==> src/rtl/sle_pkg.sv <==
package sle_pkg;

	// Input kinds carried in the slave-side tuser bit.
	localparam logic OP_RX      = 1'b0;
	localparam logic OP_RELEASE = 1'b1;

	// Result channels carried in the master-side tuser bit.
	localparam logic CH_ECHO = 1'b0;
	localparam logic CH_MSG  = 1'b1;

	// Characters with a meaning of their own.
	localparam logic [7:0] K_CR     = 8'h0d;
	localparam logic [7:0] K_BS     = 8'h08;
	localparam logic [7:0] K_DOLLAR = 8'h24;
	localparam logic [7:0] K_ESC    = 8'h1b;
	localparam logic [7:0] K_BSLASH = 8'h5c;
	localparam logic [7:0] K_SLASH  = 8'h2f;
	localparam logic [7:0] K_NUL    = 8'h00;

endpackage

==> src/rtl/sle_ram.sv <==
module sle_ram #(
	parameter int WIDTH = 8,
	parameter int DEPTH = 32
) (
	input  logic                     clk,
	input  logic                     wr_en,
	input  logic [$clog2(DEPTH)-1:0] wr_addr,
	input  logic [WIDTH-1:0]         wr_data,
	input  logic [$clog2(DEPTH)-1:0] rd_addr,
	output logic [WIDTH-1:0]         rd_data
);

	logic [WIDTH-1:0] mem_q [DEPTH];

	always_ff @(posedge clk) begin
		if (wr_en) begin
			mem_q[wr_addr] <= wr_data;
		end
		rd_data <= mem_q[rd_addr];
	end

endmodule

==> src/rtl/serial_line_editor.sv <==
// Channel   Direction  Fields (lowest bit first)
// s_axis    in         tdata: rx_byte[7:0]   tuser: opcode
// m_axis    out        tdata: out_byte[7:0]  tuser: channel  tlast: last_of_run
//
// An input transfer is taken only while the sequencer is idle. A release or an
// ignored byte leaves it idle; any other item first emits its results, and a
// carriage return reads the line out until the index reaches the line length.
// The reset arst_n is asynchronous and active low; it clears the line and the
// pending message. The output register lets the next input transfer in while the
// last result waits, and a stalled m_axis simply holds the sequencer.
module serial_line_editor
	import sle_pkg::*;
#(
	parameter int LINE_DEPTH = 32
) (
	input  logic       clk,
	input  logic       arst_n,
	input  logic       s_axis_tvalid,
	output logic       s_axis_tready,
	input  logic [7:0] s_axis_tdata,   // rx_byte[7:0]
	input  logic       s_axis_tuser,   // opcode
	output logic       m_axis_tvalid,
	input  logic       m_axis_tready,
	output logic [7:0] m_axis_tdata,   // out_byte[7:0]
	output logic       m_axis_tuser,   // channel
	output logic       m_axis_tlast    // last_of_run
);

	localparam int AW = $clog2(LINE_DEPTH);
	localparam int CW = $clog2(LINE_DEPTH + 1);

	// The sequencer walks one result per cycle through these steps unless m_axis
	// stalls; after an echo or an erase run it continues at the step in nxt_q.
	typedef enum logic [2:0] {
		ST_IDLE,
		ST_ECHO,
		ST_ERASE,
		ST_MSG,
		ST_TERM_CHAR,
		ST_TERM0
	} state_t;

	state_t        state_q;
	state_t        nxt_q;
	logic          pending_q;
	logic [CW-1:0] count_q;
	logic [CW-1:0] idx_q;
	logic [CW-1:0] idx_d;
	logic [CW-1:0] idx_p1;
	logic [7:0]    c_q;
	logic [7:0]    rd_data;

	logic          acc;
	logic          out_free;
	logic          at_end;
	logic          erase_end;
	logic          line_full;
	logic          plain_char;
	logic          wr_en;

	logic          emit_en;
	logic          emit_ch;
	logic [7:0]    emit_byte;
	logic          emit_last;

	assign s_axis_tready = (state_q == ST_IDLE);
	assign acc           = s_axis_tvalid && s_axis_tready;
	assign out_free      = !m_axis_tvalid || m_axis_tready;

	// The one shared unit: an index that counts up and is compared with the
	// line length. It paces erase runs as well as the read-out of a message.
	assign idx_p1    = idx_q + CW'(1);
	assign at_end    = (idx_q == count_q);
	assign erase_end = (idx_p1 == count_q);
	assign line_full = (count_q >= CW'(LINE_DEPTH));

	// Any byte without a special meaning is stored when there is room and no message is pending.
	assign plain_char = (s_axis_tdata != K_CR) && (s_axis_tdata != K_BS) &&
		(s_axis_tdata != K_ESC) && (s_axis_tdata != K_DOLLAR) &&
		(s_axis_tdata != K_BSLASH) && (s_axis_tdata != K_SLASH);
	assign wr_en = acc && (s_axis_tuser == OP_RX) && !pending_q && plain_char && !line_full;

	// Result for the current step. A message step presents the stored byte at
	// idx_q; once the index reaches the line length it presents nothing.
	always_comb begin
		emit_en   = 1'b0;
		emit_ch   = CH_ECHO;
		emit_byte = c_q;
		emit_last = 1'b0;
		unique case (state_q)
			ST_IDLE: begin
				emit_en = 1'b0;
			end
			ST_ECHO: begin
				emit_en   = out_free;
				emit_last = (nxt_q == ST_IDLE);
			end
			ST_ERASE: begin
				emit_en   = out_free;
				emit_byte = K_BS;
				emit_last = erase_end && (nxt_q == ST_IDLE);
			end
			ST_MSG: begin
				emit_en   = out_free && !at_end;
				emit_ch   = CH_MSG;
				emit_byte = rd_data;
			end
			ST_TERM_CHAR: begin
				emit_en = out_free;
				emit_ch = CH_MSG;
			end
			ST_TERM0: begin
				emit_en   = out_free;
				emit_ch   = CH_MSG;
				emit_byte = K_NUL;
				emit_last = 1'b1;
			end
			default: begin
				emit_en = 1'b0;
			end
		endcase
	end

	// The RAM is read at the next index, so its registered output always
	// shows the entry at idx_q.
	always_comb begin
		if (acc) begin
			idx_d = '0;
		end else if (emit_en && (state_q == ST_ERASE || state_q == ST_MSG)) begin
			idx_d = idx_p1;
		end else begin
			idx_d = idx_q;
		end
	end

	sle_ram #(
		.WIDTH (8),
		.DEPTH (LINE_DEPTH)
	) u_line_ram (
		.clk     (clk),
		.wr_en   (wr_en),
		.wr_addr (count_q[AW-1:0]),
		.wr_data (s_axis_tdata),
		.rd_addr (idx_d[AW-1:0]),
		.rd_data (rd_data)
	);

	always_ff @(posedge clk or negedge arst_n) begin
		if (!arst_n) begin
			state_q       <= ST_IDLE;
			nxt_q         <= ST_IDLE;
			pending_q     <= 1'b0;
			count_q       <= '0;
			idx_q         <= '0;
			c_q           <= '0;
			m_axis_tvalid <= 1'b0;
			m_axis_tdata  <= '0;
			m_axis_tuser  <= CH_ECHO;
			m_axis_tlast  <= 1'b0;
		end else begin
			idx_q <= idx_d;

			// Output register: loaded by the sequencer, emptied by the sink.
			if (emit_en) begin
				m_axis_tvalid <= 1'b1;
				m_axis_tdata  <= emit_byte;
				m_axis_tuser  <= emit_ch;
				m_axis_tlast  <= emit_last;
			end else if (m_axis_tready) begin
				m_axis_tvalid <= 1'b0;
			end

			unique case (state_q)
				ST_IDLE: begin
					if (acc) begin
						if (s_axis_tuser == OP_RELEASE) begin
							pending_q <= 1'b0;
						end else if (!pending_q) begin
							c_q <= s_axis_tdata;
							unique case (s_axis_tdata)
								K_CR: begin
									// Echo, then the stored line and a terminator.
									pending_q <= 1'b1;
									nxt_q     <= ST_MSG;
									state_q   <= ST_ECHO;
								end
								K_BS: begin
									if (count_q != '0) begin
										count_q <= count_q - CW'(1);
										nxt_q   <= ST_IDLE;
										state_q <= ST_ECHO;
									end
								end
								K_ESC, K_DOLLAR: begin
									// Erase the line; a dollar then sends itself.
									if (s_axis_tdata == K_DOLLAR) begin
										pending_q <= 1'b1;
										nxt_q     <= ST_TERM_CHAR;
									end else begin
										nxt_q <= ST_IDLE;
									end
									if (count_q != '0) begin
										state_q <= ST_ERASE;
									end else if (s_axis_tdata == K_DOLLAR) begin
										state_q <= ST_TERM_CHAR;
									end
								end
								K_BSLASH, K_SLASH: begin
									count_q   <= '0;
									pending_q <= 1'b1;
									nxt_q     <= ST_TERM_CHAR;
									state_q   <= ST_ECHO;
								end
								default: begin
									if (!line_full) begin
										count_q <= count_q + CW'(1);
										nxt_q   <= ST_IDLE;
										state_q <= ST_ECHO;
									end
								end
							endcase
						end
					end
				end
				ST_ECHO: begin
					if (emit_en) begin
						state_q <= nxt_q;
					end
				end
				ST_ERASE: begin
					if (emit_en && erase_end) begin
						count_q <= '0;
						state_q <= nxt_q;
					end
				end
				ST_MSG: begin
					if (at_end) begin
						count_q <= '0;
						state_q <= ST_TERM0;
					end
				end
				ST_TERM_CHAR: begin
					if (emit_en) begin
						state_q <= ST_TERM0;
					end
				end
				ST_TERM0: begin
					if (emit_en) begin
						state_q <= ST_IDLE;
					end
				end
				default: begin
					state_q <= ST_IDLE;
				end
			endcase
		end
	end

endmodule

==> config.mk <==
export PLATFORM = sky130hd
export DESIGN_NAME = serial_line_editor
export DESIGN_NICKNAME = d
export VERILOG_FILES = /design/src/rtl/sle_pkg.sv /design/src/rtl/sle_ram.sv /design/src/rtl/serial_line_editor.sv
export SDC_FILE = /design/constraint.sdc
export NUM_CORES = 1
export LEC_CHECK = 0
export BUFFER_PORTS_ARGS = -buffer_cell sky130_fd_sc_hd__buf_4
export CORE_ASPECT_RATIO = 1.5
export CORE_MARGIN = 3
export CORE_UTILIZATION = 65
export CTS_BUF_LIST = sky130_fd_sc_hd__clkbuf_8
export CTS_CLUSTER_SIZE = 28
export DETAILED_ROUTE_END_ITERATION = 8
export PLACE_DENSITY = 0.82
export RECOVER_POWER = 100
export SYNTH_ARGS = -nofsm -noshare
export SYNTH_HDL_FRONTEND = slang
export SYNTH_HIERARCHICAL = 1
export SYNTH_SLANG_ARGS = --single-unit
==> constraint.sdc <==
create_clock -name clk -period 4.9 [get_ports clk]
set_input_delay 0.98 -clock clk [delete_from_list [all_inputs] [get_ports clk]]
set_output_delay 0.98 -clock clk [all_outputs]
set_load 0.02 [all_outputs]
======== Word level (Yosys, flattened, before mapping) ========
Memory sizes are Yosys's and may differ from the RTL's. A register that Yosys moved wholly into a read port is not among the register bits.
Index checks and enable logic that the tools add are counted.
storage, ports and cells
  register bits ........................... 38
  RAM bits ................................ 256
  logic and storage cells ................. 130
  output and inout port bits .............. 12
  bits of input ports ..................... 13
  memories ................................ 1
memories
  memory            words  bits a word  read ports  clocked after Yosys merged registers in  wr ports  line           source
  u_line_ram.mem_q  32     8            1           1                                        1         sle_ram.sv:13  logic [WIDTH-1:0] mem_q [DEPTH];
cells by class
  order comparisons ....................... 1
  multiplexer cells ....................... 41
  bitwise operators ....................... 2
  reduce and logical (&&, ||, !) cells .... 37
  equal/unequal tests ..................... 34
  $add $sub $neg .......................... 3
operators with widths
  operator               number
  $mux W6                9
  $mux W3                15
  $pmux W6 S3            2
  $pmux W8 S3            1
  $pmux W3 S6            1
  $eq A8 B4 Y1 const B   2
  $eq A8 B6 Y1 const B   2
  $ne A2 B2 Y1 const B   8
  $ne A8 B4 Y1 const B   2
  $ne A8 B6 Y1 const B   2
  $logic_and A1 B1 Y1    14
  $add A6 B1 Y6 const B  2
  $eq A6 B6 Y1           2
  $pmux W3 S4            1
  $reduce_and A11 Y1     1
  $pmux W3 S3            1
  $reduce_and A9 Y1      1
  $reduce_or A3 Y1       3
  $eq A8 B5 Y1 const B   1
  $eq A8 B7 Y1 const B   1
  $mux W1                8
  $ne A8 B5 Y1 const B   1
  $ne A8 B7 Y1 const B   1
  $eq A3 B2 Y1 const B   2
  other kinds (24)       35

======== Logic depth before layout (Yosys ltp) ========
Gate-level depths: netlist (run 1).
  depth after elaboration ................. 10
  gate-level depth with buffers ........... 12

======== By module ========
Netlist (run 1), hierarchy kept.
by module, submodules not included
  module              cells an instance  seq. area each (um^2)  area an instance (um^2)  times used
  sle_ram             417                7,847.5                10,053.4                 1
  serial_line_editor  250                925.9                  2,392.3                  1

======== Least setup slack after synthesis (run 1) ========
No wires, ideal clock.
  path kind ............................... register to register
  from .................................... reg count_q[2]
  to ...................................... reg u_line_ram.rd_data[0], read port of u_line_ram.mem_q
  data required time ...................... 4.779 ns
  period minus slack after synthesis ...... 3.779 ns
  setup time .............................. 0.121 ns
  data arrival time ....................... 3.658 ns
  buffers on the path ..................... 2
  stages on the path, launching flop included .. 12
  path slack .............................. 1.121 ns
  path through ............................ dfrtp_1 > xor2_1 > or4_1 > o21a_1 > o21bai_4 > or3_1 > mux2i_1 > clkbuf_1 > clkbuf_1 > mux4_2 > mux4_2 > mux2_2
between the ends
  longest elaborated chain between the ends .. 7
ends and longest elaborated chain
  item                    line                       source
  start, declared         serial_line_editor.sv:46   logic [CW-1:0] count_q;
  start signal, assigned  serial_line_editor.sv:189  count_q <= count_q - CW'(1);
  start signal, assigned  serial_line_editor.sv:216  count_q <= count_q + CW'(1);
  $eq A6 B6 Y1            serial_line_editor.sv:73   assign at_end = (idx_q == count_q);
  $logic_not A1 Y1        serial_line_editor.sv:104  emit_en = out_free && !at_end;
  $logic_and A1 B1 Y1     serial_line_editor.sv:104
  $pmux W1 S2             serial_line_editor.sv:90   unique case (state_q)
  $logic_and A1 B1 Y1     serial_line_editor.sv:129  end else if (emit_en && (state_q == ST_ERASE || state_q == ST_MSG)) begin
  $mux W6                 serial_line_editor.sv:129
  $mux W6                 serial_line_editor.sv:127  if (acc) begin
  named net idx_d[2]      serial_line_editor.sv:48   logic [CW-1:0] idx_d;
  end, declared           sle_ram.sv:10              output logic [WIDTH-1:0] rd_data
The timed path passes the listed nets, and every way through them passes these cells. The select of a mux whose other input is x is not followed.
A chain may end at the register's enable or synchronous reset.

======== Worst setup path in the final report (run 1) ========
  from .................................... reg state_q[0]
  to ...................................... reg u_line_ram.rd_data[3], read port of u_line_ram.mem_q
between the ends
  longest elaborated chain between the ends .. 6
ends and longest elaborated chain
  item                                        line                                                 source
  start, declared                             serial_line_editor.sv:43                             state_t state_q;
  start signal, assigned                      serial_line_editor.sv:227                            state_q <= nxt_q;
  start signal, assigned                      serial_line_editor.sv:233                            state_q <= nxt_q;
  $eq A3 B2 Y1, or another cell as far along  serial_line_editor.sv:90, serial_line_editor.sv:129
  $reduce_or A4 Y1 (no source line)           n/a
  $pmux W1 S2                                 serial_line_editor.sv:90
  $logic_and A1 B1 Y1                         serial_line_editor.sv:129
  $mux W6                                     serial_line_editor.sv:129
  $mux W6 *                                   serial_line_editor.sv:127
  named net idx_d[0]                          serial_line_editor.sv:48
The timed path passes the listed nets; every way through them passes the cells marked *. The select of a mux whose other input is x is not followed.

==> results.md, run 1 <==
* Clk_skew at 18.7 ps
* Mux share of post-synthesis cell area at 16.6%
* Worst skew pair latency at about 560 ps
* Synth Area in XOR/XNOR at 1.06%
* Final Setup Violations at 0
* Fin Setup TNS at 0 ps
* RSZ-0062 raised after global routing: no
* Post-place setup slack at 615 ps
* Clk slew on worst S/H paths at 60 ps
* Setup Buffers After CTS at 0
* Longest Clk Path Bufs at 3
* #FFs+latches synth at roughly 300
* Hold depth at 2
* Fillers at ~1100
* Setup crit start kind: flip-flop
* Global route hottest layer: met2
* Worst Setup End Kind: flip-flop
* Seq pwr share at around 44%
* Sequential fraction of the synthesis area at between 70% and 80%
* Clk sinks at between 300 and 400
* Vias in the first global route at 7107
* Synth top area cells: edfxtp_1 62%, mux4_2 14%, dfrtp_1 7.4%, mux2_2 1.6%, nor2_1 1.5%
* Commonest non-fill, non-tap cell in the layout: edfxtp_1
* Fin crit period at 4360 ps
* Sw Share at 30.2%
* # diodes at 0
* Syn Nets at between 600 and 700
* Max Freq at 229 MHz
* Main flop type after synthesis: edfxtp_1
* Largest net degree at the start of global routing at 66
* Drt total wl at 27.1 mm
* DIE WIDTH at 119 microns
* Initial DRC Count at 712
* Min-Delay Endpoint: m_axis_tdata[3]$_DFFE_PN0P_
* R2R depth at 10
* Reg2reg end: u_line_ram/rd_data[3]$_DFF_P_
* Total GRT Usage at 27.3%
* GPL Wtd Cong at 0.936
* Synth top area share at 61.8%
* Met2 Usage GRT at 46.0%
* Root Buffer: clkbuf_8
* Worst setup path category: flip-flop to flip-flop
* Via Count at 6816
* Final Util at 74.0%
* H-tree depth reported by CTS at 2
* Residual DRC at 0
* Die Area at 20900 sq um
* Inserted Clock Buffers at 43
* DP Wirelength at approximately 18 mm
* Run status: finished with violations
* 1st-pass router iterations at 6
* Core ar. at 18700 sq um
* Final Max Slew Viols at 106
* Leading area contributor after synthesis: edfxtp_1
* WP data required at 5330 ps
* Average wire per standard cell at 26.4 microns
* Internal power at a little under 5000 uW
* Power per cell area at a little over 500 nW/um^2
* Max Cap Violations at 4
* Avg Vias per Cell at 6.64
* Cell Area, Synth at approximately 12000 sq um
* Logic pwr share at 29.2%
* Pleak at about 0.0045 uW
* Yosys warns at 6
* CP startpoint: state_q[0]$_DFFE_PN0P_
* Synth Area in Simple Gates at 5.25%
* Final worst setup slack at 541 ps
* Routing usage on met3 at 4.12%
* Global-route wire length before repair at approximately 43 mm
* GR Util met1 at 36.4%
* Synthesized area per cell at between 15 and 20 sq um
* Post-CTS Resized at 0
* Final Cycle Share at 89.0%
* Maximum vdd drop at 0.265 mV
* Post-CTS Hold Fix Bufs at 0
* Number of core rows at between 60 and 70
* Failing checks: max-capacitance violations, max-slew violations
* Final hold vios at 0
* Input/output buffers at 24
* Compound-Gate Fraction of Synth Area at 4.38%
* CTS tree: done
* Adder-Cell Fraction of Synth Area at 0.664%
* Clock power frac at 26.9%
* Reg2Reg Launch Point: state_q[0]$_DFFE_PN0P_
* Post-synth EDFFs at 256
* Worst-path maximum fanout at 14
* Largest family of logic cells by synthesized area: multiplexers
* Syn Inst Count at approximately 670
* Most frequent cells in the layout: 256 x edfxtp_1, 80 x mux4_2, 49 x nor2_1, 47 x clkbuf_8, 38 x clkbuf_1
* Starting Density at 66.6%
* Area growth syn-to-layout at 11.1%
* Hold path startpoint: m_axis_tdata[3]$_DFFE_PN0P_
* Post-synthesis async set-or-reset flop share at 12.3%
* Antenna violations before repair at 0
* Max-slew headroom at -31.7%
* Arrival time at the worst endpoint at 4790 ps
* P_sw at roughly 2100 uW
* FF-to-FF setup slack at 540 ps
* Total gr overflow at 0
* Layout cells sized above 1 at 24.1%
* Ports at 25
* Worst-Margin Slew at 1980 ps
* Hold Path Class: flip-flop to flip-flop
* Distinct cells, synth at 66
* Total Nets Final at 760
* Post-route ant nets at 0
* Die height at 175 microns
## power groups by stage
stage	combinational (uW)	clock (uW)	sequential, uW
after floorplan	1470	0	3140
after global placement	2060	0	3150
after detailed placement	2130	0	3170
after CTS	2130	1930	3110
after global routing	2220	2050	3140
final	2070	1910	3120
## synthesized netlist by cell type (3+ instances only)
| cell type | instances |
|---|---|
| xor2_1 | 7 |
| nand3_1 | 4 |
| dfrtp_1 | 37 |
| or4_1 | 3 |
| inv_1 | 9 |
| a21oi_1 | 11 |
| nand3b_1 | 8 |
| buf_4 | 7 |
| a22o_1 | 4 |
| clkbuf_1 | 10 |
| dfxtp_1 | 8 |
| edfxtp_1 | 256 |
| o21ai_0 | 16 |
| mux2i_1 | 6 |
| nor3_1 | 3 |
| buf_2 | 5 |
| or3b_2 | 3 |
| mux2_2 | 18 |
| nor4_1 | 5 |
| o211ai_1 | 5 |
| nor3b_1 | 3 |
| a22oi_1 | 9 |
| nand2b_1 | 4 |
| mux4_2 | 80 |
| o31ai_1 | 5 |
| xnor2_1 | 8 |
| nor2_1 | 49 |
| buf_1 | 5 |
| nand2_1 | 27 |
| or3_1 | 3 |
| ha_1 | 5 |
## cells by family (layout without fill, tap and decap cells)
logic type | count (synthesis) | count (layout)
XOR/XNOR | 15 | 15
multiplexers | 104 | 104
AO/OA/AOI/OAI | 75 | 75
flip-flops | 301 | 301
buffers and inverters | 39 | 147
AND/OR/NAND/NOR | 127 | 127
adder cells (fa/ha/maj) | 6 | 6
## per-layer routing
| metal | part of all wire, % | wire, microns |
|---|---|---|
| met3 | 6.6 | 1800 |
| met1 | 37 | 10100 |
| met5 | 0 | 0 |
| met4 | 3.6 | 972 |
| met2 | 53 | 14300 |
## worst max-delay path, cell delays in order, from the launching register on
cell      delay [ps]
dfrtp_1          580
inv_1            200
nor2_2           410
o21a_1           270
o21bai_4          70
nor2_1           320
mux2i_4          740
buf_12           260
mux4_2           550
mux4_2           560
mux2_2           290
## area by class of cell
type	instances	area (sq um)	area share [%]
clock inverters	32	186	1.35
repair buffers	59	388	2.80
multi-input cells	327	3490	25.2
inverters	9	33.8	0.244
clock buffers	47	647	4.68
flip-flops and latches	301	8770	63.4
well taps	252	315	2.28
## through the flow
step | total power (uW) | instance area (sq um) | cells | hold slack, ps
6_report | 7100 | 13800 | 1027 | 486
5_1_grt | 7410 | 13800 | 1027 | 511
4_1_cts | 7180 | 14000 | 1027 | 383
3_5_place_dp | 5290 | 13200 | 948 | 476
3_3_place_gp | 5210 | 13200 | 948 | 467
2_1_floorplan | 4610 | 12400 | 667 | 474
## state kept, by name, indices dropped and copies added, names as in the netlist, 2 cells and up
register / cells
u_line_ram/rd_data: 8
m_axis_tdata: 8
count_q: 6
nxt_q: 2
idx_q: 6
c_q: 8
state_q: 3
u_line_ram/mem_q: 256
## worst max path at each step
stage	end	slack (ps)	cells after the start
2_1_floorplan	u_line_ram/rd_data[0]$_DFF_P_	1120	11
3_3_place_gp	u_line_ram/rd_data[3]$_DFF_P_	680	10
3_5_place_dp	u_line_ram/rd_data[3]$_DFF_P_	610	10
4_1_cts	u_line_ram/rd_data[3]$_DFF_P_	570	10
5_1_grt	u_line_ram/rd_data[3]$_DFF_P_	260	9
6_report	u_line_ram/rd_data[3]$_DFF_P_	540	10
(Power assumes the default switching activity.)
==> inputs of run 2 (changes only) <==
==> constraint.sdc (replaced) <==
create_clock -name clk -period 4.05 [get_ports clk]
set_input_delay 0.81 -clock clk [delete_from_list [all_inputs] [get_ports clk]]
set_output_delay 0.81 -clock clk [all_outputs]
set_load 0.02 [all_outputs]
==> run 2 against run 1 <==
  * The run still ends with max-capacitance violations, max-slew violations left
  * Wire length up 2.4%
  * Die area unchanged
  * Setup slack worse by 450 ps
  * Flip-flop and latch count unchanged
  * Sequential share of layout area down 1.6 points
  * Critical path type unchanged
  * Critical endpoint unchanged
  * Largest cell class unchanged
  * Largest power group unchanged
  * Highest routed layer unchanged
==> results.md, run 2 (synthesis gave the netlist of run 1 again) <==
* Inserted Clock Buffers at 42
* Final Cycle Share at 97.8%
* Ports at 25
* Avg Vias per Cell at 6.57
* Total Nets Final at around 800
* Commonest non-fill, non-tap cell in the layout: edfxtp_1
* Max Cap Violations at 2
* Initial DRC Count at 713
* Max FFs per register at 256
* Hold depth at 2
* Max Freq at about 250 MHz
* Die height at 175 microns
* Clk_skew at about 22 ps
* Global-route wire length before repair at between 40 and 50 mm
* Antenna violations before repair at 0
* Area growth syn-to-layout at 14.0%
* # diodes at 0
* Final hold vios at 0
* Root Buffer: clkbuf_8
* Fin crit period at 3960 ps
* Worst-path maximum fanout at 15
* Finished Cell Area at 14200 sq um
* Total gr overflow at 0
* Drt total wl at about 28 mm
* Final Setup Violations at 0
* Core ar. at between 15000 and 20000 sq um
* Worst Setup End Kind: flip-flop
* Run status: finished with violations
* Average wire per standard cell at 26.1 microns
* Setup crit start kind: flip-flop
* Total GRT Usage at 27.5%
* H-tree depth reported by CTS at 2
* DIE WIDTH at 119 microns
* Reg2Reg Launch Point: count_q[5]$_DFFE_PN0P_
* WP data required at 4460 ps
* Arrival time at the worst endpoint at roughly 4400 ps
* CTS tree: done
* Critical Path, Cell by Cell: xor2_1, or4_1, o21a_1, o21bai_4, nor2_1, buf_4, mux2i_4, buf_12, buf_12, mux4_2, mux4_2, mux2_2
* Final Max Slew Viols at 72
* Slowest stage delay, CP at 580 ps
* Post-CTS Resized at 0
* 1st-pass router iterations at 5
* Reg2reg end: u_line_ram/rd_data[3]$_DFF_P_
* CP startpoint: count_q[5]$_DFFE_PN0P_
* FF-to-FF setup slack at 90 ps
* Largest net degree at the start of global routing at 38
* Pleak at ~0.0048 uW
* DP Wirelength at 18.6 mm
* Hold path startpoint: s_axis_tvalid
* Post-route ant nets at 0
* Setup crit end: u_line_ram/rd_data[3]$_DFF_P_
* R2R depth at 12
* Die Area at 20900 sq um
* Final Util at 75.9%
* Power per cell area at 612 nW/um^2
* Most frequent cells in the layout: 256 x edfxtp_1, 80 x mux4_2, 67 x buf_4, 50 x nor2_1, 48 x clkbuf_8
* Clk sinks at 301
* Longest Clk Path Bufs at 3
* Number of core rows at 61
* Starting Density at 66.6%
* Via Count at 6991
* Placed Area at 13400 sq um
* Residual DRC at 0
* Clk slew on worst S/H paths at roughly 70 ps
* Worst setup path category: flip-flop to flip-flop
* Max-slew headroom at -31.6%
* Worst skew pair latency at approximately 530 ps
* Slowest cell on crit path: mux4_2
* Worst-Margin Slew at between 1500 and 2000 ps
* Maximum vdd drop at 0.341 mV
* Layout cells sized above 1 at 29.8%
* Most flops, register: u_line_ram/mem_q
* GPL Wtd Cong at 0.891
* Hold Path Class: input port to flip-flop
* Failing checks: max-capacitance violations, max-slew violations
* Vias in the first global route at between 7000 and 8000
* Input/output buffers at 24
[run 2: layer usage]
metal  track usage (%)  part of all wire, %  up-vias
li1                  -                    -     2953
met1              34.8                   36     3584
met2              46.8                   52      365
met3              4.16                  7.1       89
met4              13.7                  4.8        0
met5                 0                    0        -
[run 2: layout make-up]
cell class              count  area, sq um
clock inverters            25          130
clock buffers              48          661
multi-input cells         327         3490
fillers                  1038         4510
repair buffers            102          786
inverters                   9         33.8
flip-flops and latches    301         8770
well taps                 252          315
[run 2: repair_timing]
action	in CTS	in global routing
setup buffers	0	8
setup endpoints to repair	0	6
hold buffers	0	0
[run 2: worst min path at each step]
stage                                             end  slack, ps
after floorplan                    c_q[3]$_DFFE_PN0P_        470
after global placement    m_axis_tdata[0]$_DFFE_PN0P_        470
after detailed placement     m_axis_tlast$_DFFE_PN0P_        480
after CTS                      state_q[1]$_DFFE_PN0P_        230
after global routing            pending_q$_DFFE_PN0P_        490
final                           pending_q$_DFFE_PN0P_        470
[run 2: worst max-delay path: cells and delay by family (launching register included)]
kind	cells	cell delay [ps]
mux	4	1640
buf+inv	3	540
simple gates	2	600
flops	1	450
compound gates	2	410
xor+xnor	1	190
[run 2: metrics by stage]
stage          setup WS, ps  TNS [ps]  total power (uW)  hold WS (ps)  std cells
2_1_floorplan           271         0              5580           474        667
6_report               91.1         0              8680           473       1064
5_1_grt              -0.283    -0.283              9060           486       1064
4_1_cts                12.4         0              8650           228       1055
3_5_place_dp           21.7         0              6470           481        982
3_3_place_gp            137         0              6370           469        982
[run 2: power breakdown]
| group | switching, uW | internal [uW] |
|---|---|---|
| Clock | 1060 | 1140 |
| Sequential | 156 | 3570 |
| Combinational | 1400 | 1340 |
